[src/rtl/controller_slot_pairing_table_defines.svh]
// Assertion macros shared by the controller slot pairing table RTL.
// Every macro samples on clk_i and is disabled while rst_ni is low.
`ifndef CONTROLLER_SLOT_PAIRING_TABLE_DEFINES_SVH
`define CONTROLLER_SLOT_PAIRING_TABLE_DEFINES_SVH

// Consequent must hold in the same cycle as the antecedent.
`define CSPT_ASSERT_SAME(lbl, ante, cons, msg) \
  lbl: assert property (@(posedge clk_i) disable iff (!rst_ni) (ante) |-> (cons)) \
    else $error(msg);

// Consequent must hold in the cycle after the antecedent.
`define CSPT_ASSERT_NEXT(lbl, ante, cons, msg) \
  lbl: assert property (@(posedge clk_i) disable iff (!rst_ni) (ante) |=> (cons)) \
    else $error(msg);

`endif

[src/rtl/cspt_pkg.sv]
// Shared types and constants of the controller slot pairing table.
// Used by cspt_ctrl, cspt_dp and the top level; depends on nothing.
`timescale 1ns / 1ps

package cspt_pkg;

  localparam int unsigned MaxSlots       = 8;
  localparam int unsigned MaxControllers = 16;
  localparam int unsigned SlotW          = 4;
  localparam int unsigned CtrlW          = $clog2(MaxControllers);
  localparam int unsigned SlotIdxW       = $clog2(MaxSlots);
  localparam int unsigned CfgAddrW       = 3;
  localparam int unsigned CfgDataW       = 32;
  localparam int unsigned InDataW        = 16;
  localparam int unsigned OutDataW       = 24;

  localparam logic [SlotW-1:0]    SlotCountReset = SlotW'(4);
  localparam logic [CfgAddrW-1:0] AddrSlotCount  = CfgAddrW'(0);

  typedef enum logic [2:0] {
    REQ_PAIR      = 3'd0,
    REQ_UNPAIR    = 3'd1,
    REQ_SWAP      = 3'd2,
    REQ_ARRIVAL   = 3'd3,
    REQ_DEPARTURE = 3'd4,
    REQ_LOOKUP    = 3'd5
  } req_type_e;

  typedef enum logic [2:0] {
    ST_IDLE,
    ST_READ_A,
    ST_READ_B,
    ST_WRITE_A,
    ST_WRITE_B,
    ST_RESP
  } state_e;

  // Request item, last field in the lowest bits
  typedef struct packed {
    logic [SlotW-1:0] slot_b;
    logic [SlotW-1:0] slot_a;
    logic [CtrlW-1:0] ctrl_id;
    req_type_e        req_type;
  } req_t;

  // Result item, last field in the lowest bits
  typedef struct packed {
    logic [MaxControllers-1:0] unpaired_mask;
    logic [SlotW-1:0]          found_slot;
    logic                      found;
    logic                      status;
  } res_t;

  // Commands from the sequencer to the datapath
  typedef struct packed {
    logic load_req;
    logic rd_a;
    logic rd_b;
    logic wr_a;
    logic wr_b;
    logic load_out;
  } cmd_t;

  // Status from the datapath to the sequencer
  typedef struct packed {
    logic reject;
    logic is_swap;
    logic has_write;
    logic two_writes;
    logic out_free;
  } sts_t;

endpackage

[src/rtl/controller_slot_pairing_table.sv]
// Top level of the controller slot pairing table: stream ports, APB register.
// Instantiates cspt_ctrl and cspt_dp; uses cspt_pkg.
`timescale 1ns / 1ps
`include "controller_slot_pairing_table_defines.svh"

// Keeps the pairing between physical controllers 0..15 and virtual slots
// 1..slot_count (at most 8), with a connected flag per slot and a mask of
// unpaired controllers. One request is taken at a time and answers with one
// result. With one write per table per cycle, lookup and rejected requests
// pass read A and response; others add write A, pair also write B, and swap
// read B and write B. The port takes the next request in the cycle after
// the result is loaded, while it may still wait in the output register.
// slot_count sits at APB byte address 0 (reset 4); the user must write it
// only while the block is idle, and the block itself does not enforce this.
module controller_slot_pairing_table (
  input  logic                             clk_i,
  input  logic                             rst_ni,
  // request stream
  input  logic                             s_axis_tvalid,
  output logic                             s_axis_tready,
  // [2:0] req_type, [6:3] ctrl_id, [10:7] slot_a, [14:11] slot_b
  input  logic [cspt_pkg::InDataW-1:0]     s_axis_tdata,
  // result stream
  output logic                             m_axis_tvalid,
  input  logic                             m_axis_tready,
  // [0] status, [1] found, [5:2] found_slot, [21:6] unpaired_mask
  output logic [cspt_pkg::OutDataW-1:0]    m_axis_tdata,
  // configuration
  input  logic                             psel,
  input  logic                             penable,
  input  logic                             pwrite,
  input  logic [cspt_pkg::CfgAddrW-1:0]    paddr,
  input  logic [cspt_pkg::CfgDataW-1:0]    pwdata,
  output logic [cspt_pkg::CfgDataW-1:0]    prdata,
  output logic                             pready
);

  logic [cspt_pkg::SlotW-1:0] slot_count_q;
  cspt_pkg::cmd_t             cmd;
  cspt_pkg::sts_t             sts;
  cspt_pkg::req_t             req;
  cspt_pkg::res_t             res;
  logic                       cfg_wr;

  // Configuration register
  assign pready = 1'b1;
  assign cfg_wr = psel && penable && pwrite && pready && (paddr == cspt_pkg::AddrSlotCount);

  always_ff @(posedge clk_i or negedge rst_ni) begin
    if (!rst_ni) begin
      slot_count_q <= cspt_pkg::SlotCountReset;
    end else if (cfg_wr) begin
      slot_count_q <= pwdata[cspt_pkg::SlotW-1:0];
    end
  end

  assign prdata = (paddr == cspt_pkg::AddrSlotCount) ?
                  cspt_pkg::CfgDataW'(slot_count_q) : '0;

  // Payload unpacking and packing
  assign req          = cspt_pkg::req_t'(s_axis_tdata[$bits(cspt_pkg::req_t)-1:0]);
  assign m_axis_tdata = cspt_pkg::OutDataW'(res);

  cspt_ctrl u_ctrl (
    .clk_i      (clk_i),
    .rst_ni     (rst_ni),
    .in_valid_i (s_axis_tvalid),
    .in_ready_o (s_axis_tready),
    .sts_i      (sts),
    .cmd_o      (cmd)
  );

  cspt_dp u_dp (
    .clk_i        (clk_i),
    .rst_ni       (rst_ni),
    .req_i        (req),
    .slot_count_i (slot_count_q),
    .cmd_i        (cmd),
    .sts_o        (sts),
    .out_ready_i  (m_axis_tready),
    .out_valid_o  (m_axis_tvalid),
    .out_data_o   (res)
  );

  // One request in flight: the port closes right after an accept
  `CSPT_ASSERT_NEXT(a_busy_after_accept, s_axis_tvalid && s_axis_tready, !s_axis_tready, "accepted twice")
  // A found lookup is accepted and names a real slot
  `CSPT_ASSERT_SAME(a_found_slot, m_axis_tvalid && res.found, !res.status && (res.found_slot != '0), "bad lookup result")

endmodule

[src/rtl/cspt_ctrl.sv]
// Request sequencer of the controller slot pairing table.
// Steps each request through read, optional write and response phases; uses cspt_pkg.
`timescale 1ns / 1ps
`include "controller_slot_pairing_table_defines.svh"

module cspt_ctrl (
  input  logic            clk_i,
  input  logic            rst_ni,
  input  logic            in_valid_i,
  output logic            in_ready_o,
  input  cspt_pkg::sts_t  sts_i,
  output cspt_pkg::cmd_t  cmd_o
);

  cspt_pkg::state_e state_q, state_d;

  // Next state
  always_comb begin
    state_d = state_q;
    case (state_q)
      cspt_pkg::ST_IDLE: begin
        if (in_valid_i) state_d = cspt_pkg::ST_READ_A;
      end
      cspt_pkg::ST_READ_A: begin
        if (sts_i.reject || !sts_i.has_write) begin
          state_d = cspt_pkg::ST_RESP;
        end else if (sts_i.is_swap) begin
          state_d = cspt_pkg::ST_READ_B;
        end else begin
          state_d = cspt_pkg::ST_WRITE_A;
        end
      end
      cspt_pkg::ST_READ_B:  state_d = cspt_pkg::ST_WRITE_A;
      cspt_pkg::ST_WRITE_A: begin
        state_d = sts_i.two_writes ? cspt_pkg::ST_WRITE_B : cspt_pkg::ST_RESP;
      end
      cspt_pkg::ST_WRITE_B: state_d = cspt_pkg::ST_RESP;
      cspt_pkg::ST_RESP: begin
        if (sts_i.out_free) state_d = cspt_pkg::ST_IDLE;
      end
      default: state_d = cspt_pkg::ST_IDLE;
    endcase
  end

  // Outputs
  always_comb begin
    cmd_o      = '0;
    in_ready_o = 1'b0;
    case (state_q)
      cspt_pkg::ST_IDLE: begin
        in_ready_o      = 1'b1;
        cmd_o.load_req  = in_valid_i;
      end
      cspt_pkg::ST_READ_A:  cmd_o.rd_a = 1'b1;
      cspt_pkg::ST_READ_B:  cmd_o.rd_b = 1'b1;
      cspt_pkg::ST_WRITE_A: cmd_o.wr_a = 1'b1;
      cspt_pkg::ST_WRITE_B: cmd_o.wr_b = 1'b1;
      cspt_pkg::ST_RESP:    cmd_o.load_out = sts_i.out_free;
      default: begin
        cmd_o = '0;
      end
    endcase
  end

  always_ff @(posedge clk_i or negedge rst_ni) begin
    if (!rst_ni) begin
      state_q <= cspt_pkg::ST_IDLE;
    end else begin
      state_q <= state_d;
    end
  end

  // Second write phase only ever follows the first one
  `CSPT_ASSERT_SAME(a_wr_b_after_wr_a, cmd_o.wr_b, $past(cmd_o.wr_a), "wr_b without wr_a")

endmodule

[src/rtl/cspt_dp.sv]
// Datapath of the controller slot pairing table: slot and controller tables,
// unpaired set, request holding registers and result register; uses cspt_pkg.
`timescale 1ns / 1ps
`include "controller_slot_pairing_table_defines.svh"

module cspt_dp (
  input  logic                         clk_i,
  input  logic                         rst_ni,
  input  cspt_pkg::req_t               req_i,
  input  logic [cspt_pkg::SlotW-1:0]   slot_count_i,
  input  cspt_pkg::cmd_t               cmd_i,
  output cspt_pkg::sts_t               sts_o,
  input  logic                         out_ready_i,
  output logic                         out_valid_o,
  output cspt_pkg::res_t               out_data_o
);

  localparam int unsigned NS = cspt_pkg::MaxSlots;
  localparam int unsigned NC = cspt_pkg::MaxControllers;
  localparam int unsigned SW = cspt_pkg::SlotW;
  localparam int unsigned CW = cspt_pkg::CtrlW;
  localparam int unsigned IW = cspt_pkg::SlotIdxW;

  // Slot number inside 1..min(slot_count, MaxSlots)
  function automatic logic slot_ok(input logic [SW-1:0] s, input logic [SW-1:0] cnt);
    logic [SW-1:0] live;
    live = (cnt < SW'(NS)) ? cnt : SW'(NS);
    return (s != '0) && (s <= live);
  endfunction

  // Tables
  logic          own_vld_q [NS];
  logic [CW-1:0] own_ctl_q [NS];
  logic          conn_q    [NS];
  logic [SW-1:0] home_q    [NC];
  logic [NC-1:0] unp_q, unp_d;

  // Held request and read-back values
  cspt_pkg::req_t req_q;
  logic [SW-1:0]  h_q;
  logic           oa_vld_q, ob_vld_q, ca_q, cb_q;
  logic [CW-1:0]  oa_ctl_q, ob_ctl_q;

  cspt_pkg::res_t res_q;
  logic           out_valid_q;

  logic [IW-1:0] sa_idx, sb_idx, h_idx;
  logic          h_in_range;

  // Write ports, one per table per cycle
  logic          own_we, own_vld_wd;
  logic [IW-1:0] own_idx;
  logic [CW-1:0] own_ctl_wd;
  logic          conn_we, conn_wd;
  logic [IW-1:0] conn_idx;
  logic          home_we;
  logic [CW-1:0] home_idx;
  logic [SW-1:0] home_wd;

  logic          rej;
  logic          found;
  logic [NC-1:0] home_nz;

  assign sa_idx     = IW'(req_q.slot_a - SW'(1));
  assign sb_idx     = IW'(req_q.slot_b - SW'(1));
  assign h_idx      = IW'(h_q - SW'(1));
  assign h_in_range = (h_q != '0) && (h_q <= SW'(NS));

  // Request checks
  always_comb begin
    rej = 1'b0;
    case (req_q.req_type)
      cspt_pkg::REQ_PAIR, cspt_pkg::REQ_UNPAIR: rej = !slot_ok(req_q.slot_a, slot_count_i);
      cspt_pkg::REQ_SWAP: begin
        rej = !slot_ok(req_q.slot_a, slot_count_i) || !slot_ok(req_q.slot_b, slot_count_i)
              || (req_q.slot_a == req_q.slot_b);
      end
      cspt_pkg::REQ_ARRIVAL, cspt_pkg::REQ_DEPARTURE, cspt_pkg::REQ_LOOKUP: rej = 1'b0;
      default: rej = 1'b1;
    endcase
  end

  always_comb begin
    sts_o.reject     = rej;
    sts_o.is_swap    = (req_q.req_type == cspt_pkg::REQ_SWAP);
    sts_o.has_write  = (req_q.req_type != cspt_pkg::REQ_LOOKUP);
    sts_o.two_writes = (req_q.req_type == cspt_pkg::REQ_PAIR) ||
                       (req_q.req_type == cspt_pkg::REQ_SWAP);
    sts_o.out_free   = !out_valid_q || out_ready_i;
  end

  // Table updates per phase
  always_comb begin
    own_we = 1'b0; own_idx = sa_idx; own_vld_wd = 1'b0; own_ctl_wd = req_q.ctrl_id;
    conn_we = 1'b0; conn_idx = sa_idx; conn_wd = 1'b0;
    home_we = 1'b0; home_idx = req_q.ctrl_id; home_wd = '0;
    unp_d = unp_q;
    if (cmd_i.wr_a) begin
      case (req_q.req_type)
        cspt_pkg::REQ_PAIR: begin
          // detach from the old slot
          if (h_in_range && (h_q != req_q.slot_a)) begin
            own_we = 1'b1; own_idx = h_idx; own_vld_wd = 1'b0;
            conn_we = 1'b1; conn_idx = h_idx; conn_wd = 1'b0;
          end
          // release the target slot's owner
          if (oa_vld_q) begin
            home_we = 1'b1; home_idx = oa_ctl_q; home_wd = '0;
            unp_d = unp_q | (NC'(1) << oa_ctl_q);
          end
        end
        cspt_pkg::REQ_UNPAIR: begin
          if (oa_vld_q) begin
            home_we = 1'b1; home_idx = oa_ctl_q; home_wd = '0;
            unp_d = unp_q | (NC'(1) << oa_ctl_q);
            own_we = 1'b1; own_idx = sa_idx; own_vld_wd = 1'b0;
            conn_we = 1'b1; conn_idx = sa_idx; conn_wd = 1'b0;
          end
        end
        cspt_pkg::REQ_SWAP: begin
          own_we = 1'b1; own_idx = sa_idx; own_vld_wd = ob_vld_q; own_ctl_wd = ob_ctl_q;
          conn_we = 1'b1; conn_idx = sa_idx; conn_wd = cb_q;
          if (ob_vld_q) begin
            home_we = 1'b1; home_idx = ob_ctl_q; home_wd = req_q.slot_a;
          end
        end
        cspt_pkg::REQ_ARRIVAL: begin
          if (h_in_range) begin
            conn_we = 1'b1; conn_idx = h_idx; conn_wd = 1'b1;
          end else if (h_q == '0) begin
            unp_d = unp_q | (NC'(1) << req_q.ctrl_id);
          end
        end
        cspt_pkg::REQ_DEPARTURE: begin
          if (h_in_range) begin
            conn_we = 1'b1; conn_idx = h_idx; conn_wd = 1'b0;
          end
          unp_d = unp_q & ~(NC'(1) << req_q.ctrl_id);
        end
        default: begin
          own_we = 1'b0;
        end
      endcase
    end else if (cmd_i.wr_b) begin
      if (req_q.req_type == cspt_pkg::REQ_SWAP) begin
        own_we = 1'b1; own_idx = sb_idx; own_vld_wd = oa_vld_q; own_ctl_wd = oa_ctl_q;
        conn_we = 1'b1; conn_idx = sb_idx; conn_wd = ca_q;
        if (oa_vld_q) begin
          home_we = 1'b1; home_idx = oa_ctl_q; home_wd = req_q.slot_b;
        end
      end else begin
        // pair: claim the target slot
        own_we = 1'b1; own_idx = sa_idx; own_vld_wd = 1'b1;
        own_ctl_wd = req_q.ctrl_id;
        conn_we = 1'b1; conn_idx = sa_idx; conn_wd = 1'b1;
        home_we = 1'b1; home_idx = req_q.ctrl_id; home_wd = req_q.slot_a;
        unp_d = unp_q & ~(NC'(1) << req_q.ctrl_id);
      end
    end
  end

  // Table registers
  always_ff @(posedge clk_i or negedge rst_ni) begin
    if (!rst_ni) begin
      for (int i = 0; i < NS; i++) begin
        own_vld_q[i] <= 1'b0;
        conn_q[i]    <= 1'b0;
      end
      for (int i = 0; i < NC; i++) begin
        home_q[i] <= '0;
      end
      unp_q <= '0;
    end else begin
      if (own_we)  own_vld_q[own_idx] <= own_vld_wd;
      if (conn_we) conn_q[conn_idx]   <= conn_wd;
      if (home_we) home_q[home_idx]   <= home_wd;
      unp_q <= unp_d;
    end
  end

  // Owner numbers carry no reset, only meaningful while valid
  always_ff @(posedge clk_i) begin
    if (own_we) own_ctl_q[own_idx] <= own_ctl_wd;
  end

  // Request capture and table reads
  always_ff @(posedge clk_i) begin
    if (cmd_i.load_req) req_q <= req_i;
    if (cmd_i.rd_a) begin
      h_q      <= home_q[req_q.ctrl_id];
      oa_vld_q <= own_vld_q[sa_idx];
      oa_ctl_q <= own_ctl_q[sa_idx];
      ca_q     <= conn_q[sa_idx];
    end
    if (cmd_i.rd_b) begin
      ob_vld_q <= own_vld_q[sb_idx];
      ob_ctl_q <= own_ctl_q[sb_idx];
      cb_q     <= conn_q[sb_idx];
    end
  end

  // Result register
  assign found = (req_q.req_type == cspt_pkg::REQ_LOOKUP) && slot_ok(h_q, slot_count_i);

  always_ff @(posedge clk_i) begin
    if (cmd_i.load_out) begin
      res_q.status        <= rej;
      res_q.found         <= found;
      res_q.found_slot    <= found ? h_q : '0;
      res_q.unpaired_mask <= unp_q;
    end
  end

  always_ff @(posedge clk_i or negedge rst_ni) begin
    if (!rst_ni) begin
      out_valid_q <= 1'b0;
    end else if (cmd_i.load_out) begin
      out_valid_q <= 1'b1;
    end else if (out_ready_i) begin
      out_valid_q <= 1'b0;
    end
  end

  assign out_valid_o = out_valid_q;
  assign out_data_o  = res_q;

  always_comb begin
    for (int i = 0; i < NC; i++) begin
      home_nz[i] = (home_q[i] != '0);
    end
  end

  // An unpaired controller never has a home slot
  `CSPT_ASSERT_SAME(a_unpaired_homeless, 1'b1, (unp_q & home_nz) == '0, "unpaired with home")

endmodule
[config.mk]
export PLATFORM = sky130hd
export DESIGN_NAME = controller_slot_pairing_table
export DESIGN_NICKNAME = d
export VERILOG_FILES = /design/src/rtl/cspt_pkg.sv /design/src/rtl/controller_slot_pairing_table.sv /design/src/rtl/cspt_ctrl.sv /design/src/rtl/cspt_dp.sv
export VERILOG_INCLUDE_DIRS = /design/src /design/src/rtl
export SDC_FILE = /design/constraint.sdc
export NUM_CORES = 1
export LEC_CHECK = 0
export BUFFER_PORTS_ARGS = -buffer_cell sky130_fd_sc_hd__buf_2
export CAP_MARGIN = 20
export CORE_AREA = 5 5 144 146
export DETAILED_ROUTE_END_ITERATION = 12
export DIE_AREA = 0 0 149 151
export PLACE_DENSITY = 0.7
export REMOVE_ABC_BUFFERS = 1
export SYNTH_ARGS = -nofsm -noshare
export SYNTH_HDL_FRONTEND = slang
export SYNTH_SLANG_ARGS = --single-unit
[constraint.sdc]
create_clock -name clk_i -period 4.2 [get_ports clk_i]
set_input_delay 0.63 -clock clk_i [delete_from_list [all_inputs] [get_ports clk_i]]
set_output_delay 0.63 -clock clk_i [all_outputs]
set_load 0.005 [all_outputs]
==> results.md, run 1 <==
- Status: finished, final reports clean
- Die Wd: 149 microns
- Diode count: 0
- CP Cell Sequence: nor3b_1, and3_1, mux2i_1, o22ai_1, or4_1, mux2_4
- Post-CTS Repair Setup Buffers: 0
- Sequential Power Share: 43.9%
- Register area share after synthesis: 51.49%
- CTS tree: done
- Crit path kind: flop to flop
- Post-DP HPWL: 15.25 mm
- Synthesized area: 9509 sq um
- Clock Tree Buf Depth: 2
- CP required: 4510 ps
- Area Growth Syn to Fin: 10.28%
- Most frequent cells in the layout: dfrtp_1, edfxtp_1, mux2_2
- R2R Path End: u_dp.home_q[18]$_DFFE_PN0P_
- Clock Skew: 8.398 ps
- DRT iter0 DRCs: 508
- RSZ-0062 raised after global routing: false
- DRT Pass-1 Iters: 8
- Worst r2r src: u_dp.req_q[2]$_DFFE_PP_
- Initial core utilization: 49.34%
- Slowest CP cell: or4_1
- Area of the multi-input gates: 4170 sq um
- Post-synth EDFFs: 83
- Wire per inst: 20.70 microns
- DIE AREA: 22,500 sq um
- Sw frac: 32.88%
- Setup crit end kind: flop
- Crit path buffers/inverters: 0
- CTS Buf Count: 17
- Clk sinks: 179
- TNS Setup: 0 ps
- Hold bufs inserted after CTS: 0
- # IOs: 117
- Reg area: 4896 sq um
- Syn_area_per_cell: 13.19 sq um
- Antenna viol nets, final: 0
- Worst path max stage delay: 790 ps
- I/O Buffers: 56
- F_max: 302.6 MHz
- Clock Power Share: 25.9%
- Synth Register Bits: 179
- Fin area: 10,490 sq um
- Flop-to-flop setup slack: 900 ps
- Slew @ Worst Pin: 1081 ps
- Max-slew violation count: 0
- Placed Area: 9879 sq um
- Number of global-route vias before repair: 6,360
- Total grt overflow: 0
- Worst skew pair latency: 430 ps
- Post-CTS sizing: 0
- Yosys synthesis warning count: 0
- Total length of routed wires: 21.57 mm
- Finish-stage setup viols: 0
- GP Congestion: 0.9463
- Worst Reg-to-Reg Cells: 6
- Asr flop ratio synth: 53.63%
- Hold/Removal Path Class: primary input to async pin
- Power per cell area: 602.1 nW/um^2
- Final worst-path cycle share: 78.67%
- Critical path startpoint category: flop
- Routed vias: 6,259
- Cell family with most CP delay: simple AND/OR/NAND/NOR gates
- Tot GR Track Use: 19.79%
- Comb pwr share: 30.3%
- Commonest non-fill, non-tap cell in the layout: dfrtp_1
- Psw: 2076 uW
- Arrival time worst endpoint: 3620 ps
- Power Internal: 4238 uW
- FP Rows: 51
- Synthesized instance count: 721
- Share of cells above drive strength 1: 31.02%
- Pin count of the biggest net entering global routing: 74
- First-pass GRT wire length: 34.38 mm
- Min cycle time layout: 3304 ps
- Chip height: 151 microns
- Core Area: 19,270 sq um
- Top FF cell, synth: dfrtp_1
- P_leak: 0.004366 uW
- Fin. Hold Viols: 0
- Fillcell total: 1,587
- Worst VDD drop: 0.0003193 V
- Initial antenna violation count: 0
- Crit path depth: 6
- Reg clk slew, reported paths: 70 ps
- Slew margin rel.: 27.79%
- Crit-path max FO: 23
- Layout net count: 838
- Root buffer cell: clkbuf_16
- Netlist cell types: 70
- CTS H-tree depth: 4
- MaxCap Viol Count: 0
- Via density: 6.007
- DRC Markers: 0
-- flip-flops by register name, summed over array words and instances, names as in the netlist --
signal / flops
slot_count_q: 4
u_ctrl.state_q: 3
u_dp.h_q: 4
u_dp.home_q: 64
u_dp.oa_ctl_q: 4
u_dp.oa_vld_q: 1
u_dp.ob_ctl_q: 4
u_dp.ob_vld_q: 1
u_dp.out_data_o: 22
u_dp.out_valid_o: 1
u_dp.own_ctl_q: 32
u_dp.own_vld_q: 8
u_dp.req_q: 15
u_dp.unp_q: 16
-- per-layer routing --
layer | GRT usage, % | wire length (microns)
met5 | 0 | 0
met4 | 6.590 | 416
met3 | 4.309 | 1455
met2 | 33.08 | 10710
met1 | 25.88 | 8985
-- cells in the mapped netlist (all sizes together), types with 11 or more instances --
cell    instances  area, sq um
a21oi          40        200.2
buf            53        366.6
clkbuf         19        71.32
dfrtp          95         2377
edfxtp         83         2492
ha             16        200.2
inv            31        116.4
mux2           79        923.4
mux2i          16        163.9
mux4           40        900.9
nand2          16        60.06
nand4          19        118.9
nor2           20        82.58
nor2b          11        68.82
o21ai          30        150.1
o221ai         14        122.6
o22ai          12        75.07
-- cell families after synthesis --
| group | count (synthesis) | synth area share (%) |
|---|---|---|
| buffers and inverters | 103 | 5.829 |
| flip-flops | 179 | 51.49 |
| AO/OA/AOI/OAI | 132 | 8.961 |
| adder cells (fa/ha/maj) | 16 | 2.105 |
| multiplexers | 135 | 20.91 |
| other | 2 | 0.07898 |
| AND/OR/NAND/NOR | 143 | 9.619 |
| XOR/XNOR | 11 | 1.013 |
-- per-stage QoR --
step | power [uW] | util (%) | cells | hold WS, ps | worst slack [ps]
final | 6314 | 54.42 | 1042 | 348.8 | 895.8
after global routing | 6650 | 54.42 | 1042 | 350.6 | 735.7
after CTS | 6331 | 54.42 | 1042 | 356.5 | 938.5
after detailed placement | 4693 | 51.27 | 1010 | 434.8 | 946.9
after global placement | 4571 | 51.27 | 1010 | 435.0 | 1040
after floorplan | 4031 | - | 678 | 334.4 | 792.1
-- worst max path at each step --
stage                     slack, ps                           to               startpoint
after floorplan                 790  u_dp.home_q[16]$_DFFE_PN0P_  u_dp.req_q[1]$_DFFE_PP_
after global placement         1040  u_dp.home_q[20]$_DFFE_PN0P_  u_dp.req_q[2]$_DFFE_PP_
after detailed placement        950  u_dp.home_q[18]$_DFFE_PN0P_  u_dp.req_q[0]$_DFFE_PP_
after CTS                       940  u_dp.home_q[18]$_DFFE_PN0P_  u_dp.req_q[0]$_DFFE_PP_
after global routing            740  u_dp.home_q[18]$_DFFE_PN0P_  u_dp.req_q[2]$_DFFE_PP_
final                           900  u_dp.home_q[18]$_DFFE_PN0P_  u_dp.req_q[2]$_DFFE_PP_
-- power by group through the flow --
stage / clock (uW) / sequential [uW] / combinational (uW)
after floorplan: 0 / 2690 / 1340
after global placement: 0 / 2750 / 1820
after detailed placement: 0 / 2800 / 1900
after CTS: 1650 / 2770 / 1910
after global routing: 1740 / 2830 / 2080
final: 1630 / 2770 / 1910
-- area by class of cell --
class	instances	area share, %
clock buffers	20	4.331
clock inverters	12	1.456
repair buffers	67	3.484
well taps	265	3.162
multi-input cells	468	39.77
flip-flops and latches	179	46.69
inverters	31	1.110
No activity file was read; power rests on OpenSTA's default activity.
==> run 2, diff against run 1 <==
--- a/config.mk
+++ b/config.mk
@@ -11,7 +11,7 @@
 export CORE_AREA = 5 5 144 146
 export DETAILED_ROUTE_END_ITERATION = 12
 export DIE_AREA = 0 0 149 151
-export PLACE_DENSITY = 0.7
+export PLACE_DENSITY = 0.72
 export REMOVE_ABC_BUFFERS = 1
 export SYNTH_ARGS = -nofsm -noshare
 export SYNTH_HDL_FRONTEND = slang
==> constraint.sdc (replaced) <==
create_clock -name clk_i -period 3 [get_ports clk_i]
set_input_delay 0.45 -clock clk_i [delete_from_list [all_inputs] [get_ports clk_i]]
set_output_delay 0.45 -clock clk_i [all_outputs]
set_load 0.005 [all_outputs]
==> run 2 against run 1 <==
  * Fmax grew 16%
  * Non-clock buffer count grew 35
  * Critical path depth is 2 higher
  * Design area up 2.6%
  * Combinational power up 54%
  * Total power rose by 43%
  * Critical path type unchanged
  * Largest cell class unchanged
==> results.md, run 2 (synthesis gave the netlist of run 1 again) <==
- Wire per inst: 20.41 microns (-1.4%)
- DRT Pass-1 Iters: 5 (-3)
- # IOs: 117 (unchanged)
- First-pass GRT wire length: 35.51 mm (+3.3%)
- Diode count: 0 (unchanged)
- Routed vias: 6,482 (+3.6%)
- Slew margin rel.: 29.87% (+2.1 points)
- Arrival time worst endpoint: 3170 ps (-450 ps)
- Tot GR Track Use: 20.39% (+0.60 points)
- RSZ-0062 raised after global routing: true
- CTS Buf Count: 17 (unchanged)
- Clock Tree Buf Depth: 2 (unchanged)
- DRT iter0 DRCs: 702 (+38%)
- DIE AREA: 22,500 sq um (unchanged)
- Pin count of the biggest net entering global routing: 48 (-35%)
- Share of cells above drive strength 1: 34.11% (+3.1 points)
- Area of the multi-input gates: 4185 sq um (+0.36%)
- Fillcell total: 1,524 (-4.0%)
- Hold/Removal Path Class: primary input to async pin
- Commonest non-fill, non-tap cell in the layout: dfrtp_1
- CTS tree: done
- Biggest register: u_dp.home_q
- DRC Markers: 0 (unchanged)
- Area Growth Syn to Fin: 13.18%
- Setup crit end kind: flop
- Core Area: 19,270 sq um (unchanged)
- Chip height: 151 microns (unchanged)
- Final core occ: 55.85% (+1.4 points)
- CTS H-tree depth: 4 (unchanged)
- F_max: 350.1 MHz (+16%)
- Reg clk slew, reported paths: 70 ps (about the same)
- Initial antenna violation count: 0 (unchanged)
- Fin. Hold Viols: 0 (unchanged)
- Layout net count: 873 (+4.2%)
- Most frequent cells in the layout: dfrtp_1, edfxtp_1, mux2_2
- Reg area: 4896 sq um (unchanged)
- Clock Skew: 10.94 ps (+2.540 ps)
- Power per cell area: 839.1 nW/um^2 (+39%)
- Max FFs per register: 64 (unchanged)
- Via density: 6.019 (+0.20%)
- Crit path kind: flop to flop
- FP Rows: 51 (unchanged)
- Critical path startpoint category: flop
- Initial core utilization: 49.34% (unchanged)
- P_leak: 0.004527 uW (+3.7%)
- Total length of routed wires: 21.98 mm (+1.9%)
- Die Wd: 149 microns (unchanged)
- I/O Buffers: 56 (unchanged)
- Total grt overflow: 0 (unchanged)
- Crit-path max FO: 11 (-52%)
- CP required: 3320 ps (-1190 ps)
- Final worst-path cycle share: 95.21% (+17 points)
- Status: finished, final reports clean
- Min cycle time layout: 2856 ps (-448.0 ps)
- Slew @ Worst Pin: 1050 ps (-31.05 ps)
- Clk sinks: 179 (unchanged)
- Root buffer cell: clkbuf_16
- TNS Setup: 0 ps (unchanged)
- Max-slew violation count: 0 (unchanged)
- Worst skew pair latency: 440 ps (about the same)
- MaxCap Viol Count: 0 (unchanged)
- GP Congestion: 0.9534 (+0.75%)
- Post-DP HPWL: 15.83 mm (+3.8%)
- Antenna viol nets, final: 0 (unchanged)
- Number of global-route vias before repair: 6,454 (+1.5%)
- Finish-stage setup viols: 0 (unchanged)
- Worst VDD drop: 0.0003793 V (+19%)
==> run 2: area by class of cell <==
type,instances,area share [%]
Clock buffer,19,4.022
Clock inverter,13,1.604
Inverter,31,1.081
Multi-Input combinational cell,468,38.89
Sequential cell,179,45.49
Tap cell,265,3.081
Timing Repair Buffer,102,5.836
==> run 2: power breakdown <==
| part | total (uW) | internal [uW] | switching, uW |
|---|---|---|---|
| registers | 3800 | 3340 | 460 |
| logic | 2950 | 1390 | 1560 |
| clock network | 2280 | 1320 | 956 |
| total | 9030 | 6060 | 2980 |
==> run 2: metal layers <==
metal | global-route usage (%) | part of all wire (%) | routed length, microns
met4 | 7.368 | 2.2 | 494
met3 | 4.189 | 7.4 | 1626
met2 | 34.51 | 50 | 10970
met5 | 0 | 0 | 0
met1 | 26.21 | 40 | 8893
==> run 2: stage by stage <==
stage | area, sq um | total power, uW | setup WS (ps) | cells | hold WS [ps]
2_1_floorplan | 9180 | 5643 | -407.9 | 678 | 154.4
3_3_place_gp | 10140 | 6551 | 169.0 | 1045 | 434.0
5_1_grt | 10760 | 9511 | -31.41 | 1077 | 55.45
3_5_place_dp | 10140 | 6719 | 113.6 | 1045 | 438.0
4_1_cts | 10750 | 9027 | 39.23 | 1077 | 29.73
6_report | 10760 | 9031 | 143.8 | 1077 | 13.06
==> run 2: worst max-delay path, cell delays in order (launching register included) <==
cell,delay (ps)
edfxtp_1,510
nor3b_1,320
buf_4,240
a311oi_1,120
a211oi_2,350
nand3_2,150
buf_4,190
nor4_2,440
mux2_2,400
==> run 2: repair_timing <==
action / 4_1_cts / 5_1_grt
gates resized for setup: 0 / 3
setup buffers: 0 / 0
endpoints found under the setup margin: 0 / 16
hold buffers: 0 / 0
==> run 2: final timing paths <==
kind | start | end | slack (ps) | cells past startpoint
min in group clk_i | s_axis_tdata[4] | u_dp.req_q[4]$_DFFE_PP_ | 190 | 1
setup reg to reg | u_dp.req_q[0]$_DFFE_PP_ | u_dp.home_q[36]$_DFFE_PN0P_ | 140 | 8
hold reg to reg | u_dp.unp_q[12]$_DFFE_PN0P_ | u_dp.out_data_o[18]$_DFFE_PP_ | 450 | 0
hold / removal | rst_ni | u_dp.home_q[60]$_DFFE_PN0P_ | 10 | 1
max in group asynchronous | rst_ni | u_dp.home_q[54]$_DFFE_PN0P_ | 2190 | 2
setup / recovery | u_dp.req_q[0]$_DFFE_PP_ | u_dp.home_q[36]$_DFFE_PN0P_ | 140 | 8
